[config.mk]
export PLATFORM = sky130hd
export DESIGN_NAME = velocity_safety_interlock
export DESIGN_NICKNAME = d
export VERILOG_FILES = /design/src/design/vsi_pkg.sv /design/src/design/vsi_cfg.sv /design/src/design/vsi_core.sv /design/src/design/vsi_out.sv /design/src/design/velocity_safety_interlock.sv
export VERILOG_INCLUDE_DIRS = /design/src /design/src/design
export SDC_FILE = /design/constraint.sdc
export NUM_CORES = 1
export LEC_CHECK = 0
export BUFFER_PORTS_ARGS = -buffer_cell sky130_fd_sc_hd__clkbuf_2
export CORE_UTILIZATION = 45
export CTS_CLUSTER_DIAMETER = 150
export CTS_CLUSTER_SIZE = 8
export DETAILED_ROUTE_END_ITERATION = 10
export PLACE_DENSITY_LB_ADDON = 0.25
export SLEW_MARGIN = 20
export SYNTH_ARGS = -nofsm -noshare
export SYNTH_HDL_FRONTEND = slang
export SYNTH_SLANG_ARGS = --single-unit
[constraint.sdc]
create_clock -name aclk -period 11.71 [get_ports aclk]
set_input_delay 0.5855 -clock aclk [delete_from_list [all_inputs] [get_ports aclk]]
set_output_delay 0.5855 -clock aclk [all_outputs]
set_load 0.02 [all_outputs]
[src/design/assert_macros.svh]
// Assertion macros shared by the interlock modules.
// Each macro samples on the rising edge of aclk and is disabled while aresetn is low.
`ifndef ASSERT_MACROS_SVH
`define ASSERT_MACROS_SVH

`ifndef SYNTHESIS

// Property must hold at every clock edge out of reset.
`define VSI_ASSERT(lbl, prop, msg) \
    lbl: assert property (@(posedge aclk) disable iff (!aresetn) (prop)) else $error(msg);

// Condition must never be seen at a clock edge out of reset.
`define VSI_NEVER(lbl, cond, msg) \
    lbl: assert property (@(posedge aclk) disable iff (!aresetn) !(cond)) else $error(msg);

`else

`define VSI_ASSERT(lbl, prop, msg)
`define VSI_NEVER(lbl, cond, msg)

`endif

`endif

[src/design/vsi_pkg.sv]
`timescale 1ns / 1ps
`default_nettype none

package vsi_pkg;

    // Opcodes carried on s_tuser
    localparam logic [1:0] OP_DRIVE   = 2'd0;
    localparam logic [1:0] OP_SAMPLE  = 2'd1;
    localparam logic [1:0] OP_TICK    = 2'd2;
    localparam logic [1:0] OP_PUBLISH = 2'd3;

    // Result kinds carried on m_tuser
    localparam logic KIND_COMMAND = 1'b0;
    localparam logic KIND_EVENT   = 1'b1;

    // Severity codes
    localparam logic [1:0] SEV_INFO    = 2'd0;
    localparam logic [1:0] SEV_WARNING = 2'd1;
    localparam logic [1:0] SEV_STOP    = 2'd2;

    // Rule codes
    localparam logic [1:0] RULE_NONE     = 2'd0;
    localparam logic [1:0] RULE_CMD_OLD  = 2'd1;
    localparam logic [1:0] RULE_SCAN_OLD = 2'd2;
    localparam logic [1:0] RULE_FRONT    = 2'd3;

    // Configuration register indexes
    localparam int unsigned CFG_IDX_W = 4;
    localparam logic [CFG_IDX_W-1:0] REG_MAX_FWD    = 4'd0;
    localparam logic [CFG_IDX_W-1:0] REG_MAX_REV    = 4'd1;
    localparam logic [CFG_IDX_W-1:0] REG_MAX_TURN   = 4'd2;
    localparam logic [CFG_IDX_W-1:0] REG_CMD_LIMIT  = 4'd3;
    localparam logic [CFG_IDX_W-1:0] REG_SCAN_LIMIT = 4'd4;
    localparam logic [CFG_IDX_W-1:0] REG_STOP_RANGE = 4'd5;
    localparam logic [CFG_IDX_W-1:0] REG_HALF_ANGLE = 4'd6;
    localparam logic [CFG_IDX_W-1:0] REG_SCAN_REQ   = 4'd7;

    // Configuration reset values
    localparam logic [14:0] RST_MAX_FWD    = 15'd400;
    localparam logic [14:0] RST_MAX_REV    = 15'd200;
    localparam logic [14:0] RST_MAX_TURN   = 15'd800;
    localparam logic [15:0] RST_CMD_LIMIT  = 16'd300;
    localparam logic [15:0] RST_SCAN_LIMIT = 16'd500;
    localparam logic [15:0] RST_STOP_RANGE = 16'd450;
    localparam logic [11:0] RST_HALF_ANGLE = 12'd520;
    localparam logic        RST_SCAN_REQ   = 1'b0;

    // Nearest-range value meaning no return, above any 16-bit range
    localparam logic [16:0] NO_RETURN = 17'h10000;
    localparam logic [15:0] AGE_MAX   = 16'hFFFF;

    // Port widths
    localparam int unsigned S_TDATA_W = 96;
    localparam int unsigned M_TDATA_W = 40;
    localparam int unsigned RES_SLOTS = 3;

    typedef struct packed {
        logic [14:0] max_fwd;
        logic [14:0] max_rev;
        logic [14:0] max_turn;
        logic [15:0] cmd_limit;
        logic [15:0] scan_limit;
        logic [15:0] stop_range;
        logic [11:0] half_angle;
        logic        scan_req;
    } cfg_t;

    typedef struct packed {
        logic               kind;
        logic signed [15:0] safe_forward;
        logic signed [15:0] safe_turn;
        logic [1:0]         severity;
        logic [1:0]         rule;
        logic               event_active;
        logic               last;
    } result_t;

    // Results of one publish request, handed from the core to the result buffer
    typedef struct packed {
        logic                 valid;
        logic [1:0]           cnt;
        result_t [RES_SLOTS-1:0] slot;
    } res_load_t;

endpackage

`default_nettype wire

[src/design/vsi_cfg.sv]
`timescale 1ns / 1ps
`default_nettype none

module vsi_cfg (
    input  wire logic                          aclk,
    input  wire logic                          aresetn,
    input  wire logic                          cfg_valid,
    output logic                               cfg_ready,
    input  wire logic [vsi_pkg::CFG_IDX_W-1:0] cfg_index,
    input  wire logic [15:0]                   cfg_data,
    output vsi_pkg::cfg_t                      cfg
);
    import vsi_pkg::*;

    cfg_t cfg_reg;
    cfg_t cfg_next;

    // Always take a configuration write
    assign cfg_ready = 1'b1;
    assign cfg       = cfg_reg;

    // Decode the register index; unknown indexes leave everything as it is
    always_comb begin
        cfg_next = cfg_reg;
        if (cfg_valid) begin
            case (cfg_index)
                REG_MAX_FWD:    cfg_next.max_fwd    = cfg_data[14:0];
                REG_MAX_REV:    cfg_next.max_rev    = cfg_data[14:0];
                REG_MAX_TURN:   cfg_next.max_turn   = cfg_data[14:0];
                REG_CMD_LIMIT:  cfg_next.cmd_limit  = cfg_data;
                REG_SCAN_LIMIT: cfg_next.scan_limit = cfg_data;
                REG_STOP_RANGE: cfg_next.stop_range = cfg_data;
                REG_HALF_ANGLE: cfg_next.half_angle = cfg_data[11:0];
                REG_SCAN_REQ:   cfg_next.scan_req   = cfg_data[0];
                default:        cfg_next            = cfg_reg;
            endcase
        end
    end

    always_ff @(posedge aclk) begin
        if (!aresetn) begin
            cfg_reg.max_fwd    <= RST_MAX_FWD;
            cfg_reg.max_rev    <= RST_MAX_REV;
            cfg_reg.max_turn   <= RST_MAX_TURN;
            cfg_reg.cmd_limit  <= RST_CMD_LIMIT;
            cfg_reg.scan_limit <= RST_SCAN_LIMIT;
            cfg_reg.stop_range <= RST_STOP_RANGE;
            cfg_reg.half_angle <= RST_HALF_ANGLE;
            cfg_reg.scan_req   <= RST_SCAN_REQ;
        end else begin
            cfg_reg <= cfg_next;
        end
    end

endmodule

`default_nettype wire

[src/design/vsi_core.sv]
`timescale 1ns / 1ps
`default_nettype none

`include "assert_macros.svh"

module vsi_core (
    input  wire logic                          aclk,
    input  wire logic                          aresetn,
    input  wire vsi_pkg::cfg_t                 cfg,
    input  wire logic                          s_tvalid,
    output logic                               s_tready,
    input  wire logic [vsi_pkg::S_TDATA_W-1:0] s_tdata,  // fwd, turn, angle, range, finite, floor, ceiling
    input  wire logic [1:0]                    s_tuser,  // opcode
    input  wire logic                          s_tlast,  // scan_end
    input  wire logic                          buf_free,
    output vsi_pkg::res_load_t                 load
);
    import vsi_pkg::*;

    // Input register
    logic                 in_valid_reg;
    logic [S_TDATA_W-1:0] in_data_reg;
    logic [1:0]           in_op_reg;
    logic                 in_last_reg;

    // Block state
    logic signed [15:0] held_fwd_reg,  held_fwd_next;
    logic signed [15:0] held_turn_reg, held_turn_next;
    logic               cmd_seen_reg,  cmd_seen_next;
    logic [15:0]        cmd_age_reg,   cmd_age_next;
    logic               scan_seen_reg, scan_seen_next;
    logic [15:0]        scan_age_reg,  scan_age_next;
    logic [16:0]        near_com_reg,  near_com_next;
    logic [16:0]        near_work_reg, near_work_next;
    logic               scan_open_reg, scan_open_next;
    logic [1:0]         cur_rule_reg,  cur_rule_next;
    logic [1:0]         cur_sev_reg,   cur_sev_next;

    // Unpacked fields of the held item
    logic signed [15:0] f_fwd;
    logic signed [15:0] f_turn;
    logic [12:0]        f_angle;
    logic [15:0]        f_range;
    logic               f_finite;
    logic [15:0]        f_floor;
    logic [15:0]        f_ceil;

    logic        advance;
    logic        is_pub;
    logic [12:0] angle_mag;
    logic [16:0] work_base;
    logic        sample_hit;
    logic [16:0] work_new;

    logic               cmd_fresh;
    logic               scan_current;
    logic signed [16:0] fwd_ext, turn_ext, fwd_lo, fwd_hi, turn_lo, turn_hi;
    logic signed [15:0] fwd_clamp, turn_clamp;
    logic [1:0]         new_rule, new_sev;
    logic               stopped;
    logic               changed, send_clear, send_raise;
    result_t            ev_clear, ev_raise, cmd_res;

    assign f_fwd    = in_data_reg[15:0];
    assign f_turn   = in_data_reg[31:16];
    assign f_angle  = in_data_reg[44:32];
    assign f_range  = in_data_reg[60:45];
    assign f_finite = in_data_reg[61];
    assign f_floor  = in_data_reg[77:62];
    assign f_ceil   = in_data_reg[93:78];

    // Only a publish needs room in the result buffer
    assign is_pub   = (in_op_reg == OP_PUBLISH);
    assign advance  = in_valid_reg && (!is_pub || buf_free);
    assign s_tready = !in_valid_reg || advance;

    always_ff @(posedge aclk) begin
        if (!aresetn) begin
            in_valid_reg <= 1'b0;
        end else if (s_tready) begin
            in_valid_reg <= s_tvalid;
        end
    end

    always_ff @(posedge aclk) begin
        if (s_tready && s_tvalid) begin
            in_data_reg <= s_tdata;
            in_op_reg   <= s_tuser;
            in_last_reg <= s_tlast;
        end
    end

    // Scan sample: front sector and sensor bounds check, running minimum
    always_comb begin
        angle_mag  = f_angle[12] ? (~f_angle + 13'd1) : f_angle;
        work_base  = scan_open_reg ? near_work_reg : NO_RETURN;
        sample_hit = f_finite && (angle_mag <= {1'b0, cfg.half_angle})
                     && (f_range >= f_floor) && (f_range <= f_ceil)
                     && ({1'b0, f_range} < work_base);
        work_new   = sample_hit ? {1'b0, f_range} : work_base;
    end

    // Publish: freshness, clamps and the front obstacle rule
    always_comb begin
        cmd_fresh    = cmd_seen_reg && (cmd_age_reg <= cfg.cmd_limit);
        scan_current = scan_seen_reg && (scan_age_reg <= cfg.scan_limit);

        fwd_ext  = {held_fwd_reg[15], held_fwd_reg};
        turn_ext = {held_turn_reg[15], held_turn_reg};
        fwd_hi   = $signed({2'b00, cfg.max_fwd});
        fwd_lo   = -$signed({2'b00, cfg.max_rev});
        turn_hi  = $signed({2'b00, cfg.max_turn});
        turn_lo  = -$signed({2'b00, cfg.max_turn});

        if (fwd_ext < fwd_lo)      fwd_clamp = fwd_lo[15:0];
        else if (fwd_ext > fwd_hi) fwd_clamp = fwd_hi[15:0];
        else                       fwd_clamp = held_fwd_reg;

        if (turn_ext < turn_lo)      turn_clamp = turn_lo[15:0];
        else if (turn_ext > turn_hi) turn_clamp = turn_hi[15:0];
        else                         turn_clamp = held_turn_reg;

        stopped = 1'b1;
        if (!cmd_fresh) begin
            new_rule = RULE_CMD_OLD;
            new_sev  = SEV_WARNING;
        end else if (cfg.scan_req && !scan_current) begin
            new_rule = RULE_SCAN_OLD;
            new_sev  = SEV_STOP;
        end else if ((fwd_clamp > 16'sd0) && scan_current
                     && (near_com_reg < {1'b0, cfg.stop_range})) begin
            new_rule = RULE_FRONT;
            new_sev  = SEV_STOP;
        end else begin
            new_rule = RULE_NONE;
            new_sev  = SEV_INFO;
            stopped  = 1'b0;
        end

        changed    = (new_rule != cur_rule_reg) || (new_sev != cur_sev_reg);
        send_clear = changed && (cur_rule_reg != RULE_NONE);
        send_raise = changed && (new_rule != RULE_NONE);

        ev_clear.kind         = KIND_EVENT;
        ev_clear.safe_forward = 16'sd0;
        ev_clear.safe_turn    = 16'sd0;
        ev_clear.severity     = cur_sev_reg;
        ev_clear.rule         = cur_rule_reg;
        ev_clear.event_active = 1'b0;
        ev_clear.last         = 1'b0;

        ev_raise              = ev_clear;
        ev_raise.severity     = new_sev;
        ev_raise.rule         = new_rule;
        ev_raise.event_active = 1'b1;

        cmd_res.kind         = KIND_COMMAND;
        cmd_res.safe_forward = stopped ? 16'sd0 : fwd_clamp;
        cmd_res.safe_turn    = stopped ? 16'sd0 : turn_clamp;
        cmd_res.severity     = SEV_INFO;
        cmd_res.rule         = RULE_NONE;
        cmd_res.event_active = 1'b0;
        cmd_res.last         = 1'b1;
    end

    // Order the results: cleared event, raised event, then the command
    always_comb begin
        load.valid = advance && is_pub;
        load.slot  = {RES_SLOTS{cmd_res}};
        case ({send_clear, send_raise})
            2'b11: begin
                load.cnt     = 2'd3;
                load.slot[0] = ev_clear;
                load.slot[1] = ev_raise;
                load.slot[2] = cmd_res;
            end
            2'b10: begin
                load.cnt     = 2'd2;
                load.slot[0] = ev_clear;
                load.slot[1] = cmd_res;
            end
            2'b01: begin
                load.cnt     = 2'd2;
                load.slot[0] = ev_raise;
                load.slot[1] = cmd_res;
            end
            default: begin
                load.cnt     = 2'd1;
                load.slot[0] = cmd_res;
            end
        endcase
    end

    // Next state for the item leaving the input register
    always_comb begin
        held_fwd_next  = held_fwd_reg;
        held_turn_next = held_turn_reg;
        cmd_seen_next  = cmd_seen_reg;
        cmd_age_next   = cmd_age_reg;
        scan_seen_next = scan_seen_reg;
        scan_age_next  = scan_age_reg;
        near_com_next  = near_com_reg;
        near_work_next = near_work_reg;
        scan_open_next = scan_open_reg;
        cur_rule_next  = cur_rule_reg;
        cur_sev_next   = cur_sev_reg;
        if (advance) begin
            case (in_op_reg)
                OP_DRIVE: begin
                    held_fwd_next  = f_fwd;
                    held_turn_next = f_turn;
                    cmd_seen_next  = 1'b1;
                    cmd_age_next   = 16'd0;
                end
                OP_SAMPLE: begin
                    if (in_last_reg) begin
                        near_com_next  = work_new;
                        near_work_next = NO_RETURN;
                        scan_open_next = 1'b0;
                        scan_seen_next = 1'b1;
                        scan_age_next  = 16'd0;
                    end else begin
                        near_work_next = work_new;
                        scan_open_next = 1'b1;
                    end
                end
                OP_TICK: begin
                    if (cmd_age_reg != AGE_MAX)  cmd_age_next  = cmd_age_reg + 16'd1;
                    if (scan_age_reg != AGE_MAX) scan_age_next = scan_age_reg + 16'd1;
                end
                default: begin
                    cur_rule_next = new_rule;
                    cur_sev_next  = new_sev;
                end
            endcase
        end
    end

    always_ff @(posedge aclk) begin
        if (!aresetn) begin
            held_fwd_reg  <= 16'sd0;
            held_turn_reg <= 16'sd0;
            cmd_seen_reg  <= 1'b0;
            cmd_age_reg   <= 16'd0;
            scan_seen_reg <= 1'b0;
            scan_age_reg  <= 16'd0;
            near_com_reg  <= NO_RETURN;
            near_work_reg <= NO_RETURN;
            scan_open_reg <= 1'b0;
            cur_rule_reg  <= RULE_NONE;
            cur_sev_reg   <= SEV_INFO;
        end else begin
            held_fwd_reg  <= held_fwd_next;
            held_turn_reg <= held_turn_next;
            cmd_seen_reg  <= cmd_seen_next;
            cmd_age_reg   <= cmd_age_next;
            scan_seen_reg <= scan_seen_next;
            scan_age_reg  <= scan_age_next;
            near_com_reg  <= near_com_next;
            near_work_reg <= near_work_next;
            scan_open_reg <= scan_open_next;
            cur_rule_reg  <= cur_rule_next;
            cur_sev_reg   <= cur_sev_next;
        end
    end

    // Working minimum is idle at the no-return value between scans
    `VSI_ASSERT(a_work_idle, !scan_open_reg |-> (near_work_reg == NO_RETURN), "working min not idle")
    // No rule means info severity; command staleness is only ever a warning
    `VSI_ASSERT(a_rule_sev, (cur_rule_reg == RULE_NONE) |-> (cur_sev_reg == SEV_INFO), "none rule with severity")
    `VSI_ASSERT(a_cmd_warn, (cur_rule_reg == RULE_CMD_OLD) |-> (cur_sev_reg == SEV_WARNING), "stale command severity")
    // A publish is never dropped while the result buffer is busy
    `VSI_NEVER(a_pub_drop, in_valid_reg && is_pub && !buf_free && advance, "publish advanced into busy buffer")

endmodule

`default_nettype wire

[src/design/vsi_out.sv]
`timescale 1ns / 1ps
`default_nettype none

`include "assert_macros.svh"

module vsi_out (
    input  wire logic                          aclk,
    input  wire logic                          aresetn,
    input  wire vsi_pkg::res_load_t            load,
    output logic                               buf_free,
    output logic                               m_tvalid,
    input  wire logic                          m_tready,
    output logic [vsi_pkg::M_TDATA_W-1:0]      m_tdata,  // safe_forward, safe_turn, severity, rule, event_active
    output logic                               m_tuser,  // kind
    output logic                               m_tlast   // last
);
    import vsi_pkg::*;

    logic                    buf_valid_reg;
    logic [1:0]              cnt_reg;
    logic [1:0]              idx_reg;
    result_t [RES_SLOTS-1:0] res_reg;
    result_t                 cur;
    logic                    take;
    logic                    at_end;

    assign cur      = res_reg[idx_reg];
    assign take     = buf_valid_reg && m_tready;
    assign at_end   = (idx_reg == (cnt_reg - 2'd1));
    assign buf_free = !buf_valid_reg || (take && at_end);

    assign m_tvalid = buf_valid_reg;
    assign m_tuser  = cur.kind;
    assign m_tlast  = cur.last;
    assign m_tdata  = {3'b000, cur.event_active, cur.rule, cur.severity,
                       cur.safe_turn, cur.safe_forward};

    // Load a new set of results, else step through the current one
    always_ff @(posedge aclk) begin
        if (!aresetn) begin
            buf_valid_reg <= 1'b0;
            idx_reg       <= 2'd0;
            cnt_reg       <= 2'd0;
        end else if (load.valid) begin
            buf_valid_reg <= 1'b1;
            idx_reg       <= 2'd0;
            cnt_reg       <= load.cnt;
        end else if (take) begin
            if (at_end) begin
                buf_valid_reg <= 1'b0;
            end else begin
                idx_reg <= idx_reg + 2'd1;
            end
        end
    end

    always_ff @(posedge aclk) begin
        if (load.valid) begin
            res_reg <= load.slot;
        end
    end

    `VSI_ASSERT(a_cnt_ok, buf_valid_reg |-> ((cnt_reg != 2'd0) && (idx_reg < cnt_reg)), "bad result index")
    `VSI_ASSERT(a_ev_zero, (buf_valid_reg && (cur.kind == KIND_EVENT)) |-> ((cur.safe_forward == 16'sd0) && (cur.safe_turn == 16'sd0) && !cur.last), "event carries motion")
    `VSI_ASSERT(a_drain, (take && at_end && !load.valid) |=> !buf_valid_reg, "buffer not drained")

endmodule

`default_nettype wire

[src/design/velocity_safety_interlock.sv]
`timescale 1ns / 1ps
`default_nettype none

// Velocity safety interlock.
// Input stream (s_*): one item per request; s_tuser is the opcode (drive command,
// scan sample, time tick, publish request), s_tlast marks the last sample of a scan.
// Result stream (m_*): m_tuser is the kind (0 command, 1 safety event), m_tlast is
// set on the command that closes each publish. Only publish requests give results:
// an optional cleared event, an optional raised event, then the safe command.
// Configuration (cfg_*): index and 16-bit data, always ready; write only while idle.
// An accepted item is held in the input register and evaluated there; a publish waits there
// until the result buffer is free, then its results are registered into the buffer.
// Throughput: one item per cycle while no publish waits for the busy result buffer.
// A publish holds the result buffer until its results (one to three) are all taken;
// drive, sample and tick items pass even while it drains.
// Reset clears all state: no command or scan seen, no rule active, registers at defaults.
// While m_tready is low the current result holds; a second publish waits in the input
// register, and s_tready drops only then.

module velocity_safety_interlock (
    input  wire logic                          aclk,
    input  wire logic                          aresetn,
    input  wire logic                          s_tvalid,
    output logic                               s_tready,
    input  wire logic [vsi_pkg::S_TDATA_W-1:0] s_tdata,  // forward_speed, turn_rate,
                                                         // sample_angle, sample_range,
                                                         // sample_finite, range_floor,
                                                         // range_ceiling
    input  wire logic [1:0]                    s_tuser,  // opcode
    input  wire logic                          s_tlast,  // scan_end
    output logic                               m_tvalid,
    input  wire logic                          m_tready,
    output logic [vsi_pkg::M_TDATA_W-1:0]      m_tdata,  // safe_forward, safe_turn, severity,
                                                         // rule, event_active
    output logic                               m_tuser,  // kind
    output logic                               m_tlast,  // last
    input  wire logic                          cfg_valid,
    output logic                               cfg_ready,
    input  wire logic [vsi_pkg::CFG_IDX_W-1:0] cfg_index,
    input  wire logic [15:0]                   cfg_data
);
    import vsi_pkg::*;

    cfg_t      cfg;
    res_load_t load;
    logic      buf_free;

    vsi_cfg u_cfg (
        .aclk      (aclk),
        .aresetn   (aresetn),
        .cfg_valid (cfg_valid),
        .cfg_ready (cfg_ready),
        .cfg_index (cfg_index),
        .cfg_data  (cfg_data),
        .cfg       (cfg)
    );

    vsi_core u_core (
        .aclk     (aclk),
        .aresetn  (aresetn),
        .cfg      (cfg),
        .s_tvalid (s_tvalid),
        .s_tready (s_tready),
        .s_tdata  (s_tdata),
        .s_tuser  (s_tuser),
        .s_tlast  (s_tlast),
        .buf_free (buf_free),
        .load     (load)
    );

    vsi_out u_out (
        .aclk     (aclk),
        .aresetn  (aresetn),
        .load     (load),
        .buf_free (buf_free),
        .m_tvalid (m_tvalid),
        .m_tready (m_tready),
        .m_tdata  (m_tdata),
        .m_tuser  (m_tuser),
        .m_tlast  (m_tlast)
    );

endmodule

`default_nettype wire
### Word-level counts from Yosys, hierarchy flattened

Index checks and enable logic that the tools add are counted.
W data, S select, Z words.

| cells by class | value |
|---|---|
| $add $sub $neg | 7 |
| magnitude comparators | 13 |
| eq/ne operators | 21 |
| muxes and demuxes | 33 |
| bitwise logic cells | 4 |
| reduce and logical (&&, ||, !) cells | 52 |

Operators with widths:

| cell | number |
|---|---|
| $mux W16 | 9 |
| $bmux W39 S2 | 1 |
| $mux W39 | 2 |
| $pmux W39 S2 | 1 |
| $pmux W16 S2 | 2 |
| $lt A16 B17 Y1 | 3 |
| $mux W17 | 3 |
| $le A16 B16 Y1 | 3 |
| $neg A15 Y17 | 2 |
| $add A16 B1 Y16 const B | 2 |
| $gt A16 B16 Y1 | 2 |
| $ne A16 B16 Y1 const B | 2 |
| $reduce_and A2 Y1 | 13 |
| $lt A17 B16 Y1 | 1 |
| $eq A4 B3 Y1 const B | 4 |
| $ge A16 B16 Y1 | 1 |
| $gt A16 B1 Y1 const B | 1 |
| $logic_and A1 B1 Y1 | 16 |
| $add A13 B1 Y13 const B | 1 |
| $le A13 B12 Y1 | 1 |
| $mux W13 | 1 |
| $not A13 Y13 | 1 |
| $mux W2 | 6 |
| $reduce_bool A2 Y1 | 6 |
| other kinds (21) | 46 |

| storage, ports and cells | value |
|---|---|
| register bits after elaboration | 424 |
| output and inout port bits | 45 |
| word-level logic and storage cells | 172 |

### Longest topological paths before layout

| depth | value |
|---|---|
| depth after elaboration | 15 |
| mapped depth | 21 |
| depth with buffers taken out | 17 |

### Hierarchy

Synthesis repeated with hierarchy kept, for this count alone.

| second synthesis, totals | value |
|---|---|
| cells, all modules | 2287 |
| area total of the unflattened synthesis | 22500.3 µm² |

Modules (own cells, without submodules):

| module | instances | cells each | area each (µm²) | sequential area each (µm²) |
|---|---|---|---|---|
| vsi_core | 1 | 1598 | 13807.0 | 5014.8 |
| vsi_out | 1 | 280 | 4605.7 | 3613.5 |
| vsi_cfg | 1 | 409 | 4087.7 | 2122.0 |

### Worst setup path after synthesis

Ideal clock, no wire load.

| path | value |
|---|---|
| path kind | register to register |
| start point | reg u_out.idx_reg[0] |
| end point | reg u_core.in_data_reg[0] (enable) |
| data arrival time | 5.632 ns |
| required time | 11.126 ns |
| path slack | 5.493 ns |
| stages on the path, launching flop included | 6 |
| cell sequence | dfxtp_1 buf_2 nor2b_1 mux2i_1 o211a_1 a21oi_1 |

| on the way | value |
|---|---|
| cells in the longest elaborated chain, start to end | 7 |

Ends and longest elaborated chain:

| item | RTL line | text |
|---|---|---|
| start, declared | vsi_out.sv:21 | `logic [1:0] idx_reg;` |
| start signal, assigned | vsi_out.sv:52 | `idx_reg <= idx_reg + 2'd1;` |
| $eq A2 B2 Y1 | vsi_out.sv:29 | `assign at_end = (idx_reg == (cnt_reg - 2'd1));` |
| $logic_and A1 B1 Y1 | vsi_out.sv:30 | `assign buf_free = !buf_valid_reg \|\| (take && at_end);` |
| $logic_or A1 B1 Y1 | vsi_out.sv:30 |  |
| $logic_or A1 B1 Y1 | vsi_core.sv:74 | `assign advance = in_valid_reg && (!is_pub \|\| buf_free);` |
| $logic_and A1 B1 Y1 | vsi_core.sv:74 |  |
| $logic_or A1 B1 Y1 | vsi_core.sv:75 | `assign s_tready = !in_valid_reg \|\| advance;` |
| $logic_and A1 B1 Y1 | vsi_core.sv:86 | `if (s_tready && s_tvalid) begin` |
| end signal, assigned | vsi_core.sv:87 | `in_data_reg <= s_tdata;` |
| end, declared | vsi_core.sv:22 | `logic [S_TDATA_W-1:0] in_data_reg;` |

Every way passes these cells.
A chain may end at the register's enable or synchronous reset.

### Worst setup path in the final report

| path | value |
|---|---|
| start point | reg u_cfg.cfg_reg, in the netlist u_cfg.cfg[78] |
| end point | reg u_out.res_reg[57] (netlist name) (data pin) |

| on the way | value |
|---|---|
| cells in the longest elaborated chain, start to end | 13 |
| elaborated cells between the ends (all ways) | 23 |
| classes of those cells | add/sub: 1; order compare: 2; eq/ne: 3; mux: 11; reduce/logical: 6 |

Ends and longest elaborated chain:

| item | RTL line | text |
|---|---|---|
| start, declared | vsi_cfg.sv:15 | `cfg_t cfg_reg;` |
| start signal, assigned | vsi_cfg.sv:51 | `cfg_reg <= cfg_next;` |
| $neg A15 Y17 (*) | vsi_core.sv:111 | `fwd_lo = -$signed({2'b00, cfg.max_rev});` |
| $lt A16 B17 Y1 | vsi_core.sv:115 | `if (fwd_ext < fwd_lo) fwd_clamp = fwd_lo[15:0];` |
| $mux W16 (*) | vsi_core.sv:115 |  |
| $gt A16 B1 Y1 (*) | vsi_core.sv:130 | `end else if ((fwd_clamp > 16'sd0) && scan_current` |
| $logic_and A1 B1 Y1 (*) | vsi_core.sv:130 |  |
| $logic_and A1 B1 Y1 (*) | vsi_core.sv:131 | `&& (near_com_reg < {1'b0, cfg.stop_range})) begin` |
| $mux W2 | vsi_core.sv:130 |  |
| $mux W2 | vsi_core.sv:127 | `end else if (cfg.scan_req && !scan_current) begin` |
| $mux W2 | vsi_core.sv:124 | `if (!cmd_fresh) begin` |
| $ne A2 B2 Y1 | vsi_core.sv:140 | `changed = (new_rule != cur_rule_reg) \|\| (new_sev != cur_sev_reg);` |
| $logic_or A1 B1 Y1 | vsi_core.sv:140 |  |
| $logic_and A1 B1 Y1, on equally long branches | vsi_core.sv:142, vsi_core.sv:141 |  |
| $eq A2 B2 Y1 | vsi_core.sv:170 | `case ({send_clear, send_raise})` |
| end signal, assigned | vsi_out.sv:59 | `res_reg <= load.slot;` |
| end, declared | vsi_out.sv:22 | `result_t [RES_SLOTS-1:0] res_reg;` |

Every way passes the cells marked *; elsewhere a longest branch is shown, timed or not.

==> flow_summary.toml <==
[status]
status = "finished clean"

[clocking]
ctsHtreeMaxLevel = 2
cts_setup_buffers = 0
cts-buffers-inserted = 58
clk_path_buf_depth = 3
clock_latency_ns = 0.61
clock-root-buffer = "clkbuf_16"
cts_tree = "built"
cts_resized = 0
clock-sinks = 420
cts_hold_buf = 0
clk_pin_slew_worst_paths_ns = 0.06

[setup_path]
r2r_cells = 17
worstSetupStartpointType = "flip-flop"
worst-setup-path-type = "reg -> reg"
r2r-start = "u_cfg.cfg[78]"
cp.required_ns = 12.05
r2r-end = "u_out.res_reg[57]"
arrival_ns = 6.46
crit_end = "u_out.res_reg[57]"
ff2ff_setup_slack_ns = 5.58
cp-startpoint = "u_cfg.cfg[78]"
cp_slowest_cell = "o21ai_4"
max_stage_delay_ns = 0.83
path_cells = "nor4_2, nand3_1, or3_2, xnor2_1, ha_1, nand3_1, a21boi_0, a211o_1, a21o_1, a311o_4, o21ai_4, and4_1, ha_1, inv_1, o211ai_4, buf_16, nor3_1"
crit_path_max_fanout = 33
end_kind = "flip-flop"

[route]
drtIter0Drc = 1074
wl_mm = 54.4
drc = 0
routed_via_density = 5.47
vias = 16790
wire_per_inst_um = 17.7
ant_nets = 0
drt_pass1_iterations = 5

[flow_run]
maxCapViolCount = 0

[synth]
synth_top_cell_by_area = "edfxtp_1"
synth_top_area_share_pct = 27.9
post_synth.cell_area_avg_um2 = 9.64
yosys.cell_types.count = 82
seq_area_frac_synth_pct = 47.6
yosys_warnings = 0
ys_ff_latch = 420
synthArstFlopShare_pct = 0
synthTopCellsByArea = "edfxtp_1, dfxtp_1, ha_1, nand2_1, a21oi_1"
syn_area_um2 = 22000
synth_edf_count = 204
synth_ff_type = "dfxtp_1"
netlist_instances = 2277

[die]
boundaryPins = 169
initial_utilization_pct = 45.8
design.die.area_um2 = 49700
core_area_um2 = 47900
die_y_um = 223
die_x_um = 223
num_rows = 80

[cells_and_area]
largest_reg_flops = 107
regArea_um2 = 10500
filler_cell_count = 4339
layout-drive-gt1-share_pct = 12.7
synthToLayoutAreaGrowth_pct = 13.7
final_common_cell = "nand2_1"
multi_input_area_um2 = 10400
final_cell_mix = "nand2_1, dfxtp_1, edfxtp_1, ha_1, nor2_1"
nNetsFinal = 2727
fin_util_pct = 52.1
fin_area_um2 = 25000

[global_route]
grt_pass1_vias = 16397
grt_max_degree = 92
grt_pass1_wl_mm = 87.0
overflow = 0
antenna_found_initial = 1
grt.total_usage_pct = 22.0

[power]
p_switching_uw = 789
total_power_uw = 3380
p_leak_uw = 0.00976
p_seq_share_pct = 47.2
ir_worst_vdd_mv = 0.115
swShare_pct = 23.3
power_density_nw_per_um2 = 136
intPower_uw = 2590
clkPwrFrac_pct = 46.0
p_comb_share_pct = 6.8

[sta]
fin_skew_ns = 0.0214
maxSlewHeadroom_pct = 30.7
period_share_pct = 52.3
fmax_mhz = 163
finalHoldViolations = 0
drv_slew = 0
setup_ws_ns = 5.58
rsz0062_at_grt = "no"
period_needed_ns = 6.13
setup-violations-final = 0
setup_tns_ns = 0
worstMarginPinSlew_ns = 1.04

[place]
dp_hpwl_mm = 38.6
post_dp_cell_area_um2 = 23300
dp_slack_ns = 5.60
portBuffers = 162
place_congestion = 0.887

[hold_path]
hp-class = "in -> reg"
[power by group through the flow]
stage	sequential [µW]	combinational, µW	clock, µW
2_1_floorplan	1620	151	0
3_3_place_gp	1630	223	0
3_5_place_dp	1630	230	0
4_1_cts	1600	231	1590
5_1_grt	1600	257	1650
6_report	1600	230	1560
[per-layer routing]
metal | global-route usage [%] | routed length (µm) | vias up
li1 | - | - | 8298
met1 | 27.9 | 24000 | 8030
met2 | 38.3 | 26600 | 375
met3 | 3.49 | 2460 | 87
met4 | 7.10 | 1400 | 0
met5 | 0 | 0 | -
[per-stage QoR]
stage | hold slack [ns] | cells
global placement | 0.444 | 2972
CTS | 0.108 | 3070
global route | 0.110 | 3071
finish | 0.145 | 3072
floorplan | 0.436 | 2279
detailed placement | 0.450 | 2973
[logic make-up after synthesis]
logic type | synth area share (%)
and+or+nand+nor | 17.1
adders and majority gates | 10.5
other | 0.0342
DFF | 47.6
buffers and inverters | 5.17
xor gates and xnor gates | 2.51
AOI/OAI and AO/OA | 12.6
muxes | 4.51
[worst min-delay path by stage]
stage | startpoint | end | slack (ns) | cells past startpoint
global placement | u_cfg.cfg[32] | u_cfg.cfg[32] | 0.44 | 2
floorplan | u_cfg.cfg[15] | u_cfg.cfg[15] | 0.44 | 2
global route | s_tdata[49] | u_core.in_data_reg[49] | 0.11 | 1
detailed placement | u_cfg.cfg[49] | u_cfg.cfg[49] | 0.45 | 2
finish | s_tdata[80] | u_core.in_data_reg[80] | 0.15 | 1
CTS | s_tdata[66] | u_core.in_data_reg[66] | 0.11 | 1
[area by class of cell]
| class | count | area share [%] |
|---|---|---|
| inverters | 162 | 2.45 |
| diodes | 1 | 0.0100 |
| repair buffers | 187 | 4.16 |
| clock inverters | 2 | 0.115 |
| clock buffers | 95 | 6.54 |
| multi-input cells | 1590 | 41.8 |
| flip-flops and latches | 420 | 41.9 |
| well taps | 615 | 3.08 |
[worst max-delay path, delay by kind of cell (launching register included)]
family	cells	cell delay [ns]
buffers and inverters	2	0.39
AOI/OAI and AO/OA	6	2.26
DFF	1	0.38
adders and majority gates	2	0.57
xor gates and xnor gates	1	0.27
and+or+nand+nor	6	1.95
[Yosys cell counts (all sizes together) (31+ instances only)]
| master | number |
|---|---|
| nor3 | 44 |
| clkbuf | 75 |
| and2 | 40 |
| buf | 31 |
| o21ai | 81 |
| a21oi | 167 |
| mux2i | 76 |
| edfxtp | 204 |
| nor2 | 189 |
| nand3 | 37 |
| ha | 184 |
| xnor2 | 35 |
| nand2 | 359 |
| dfxtp | 216 |
| inv | 162 |
(Power assumes the default switching activity.)
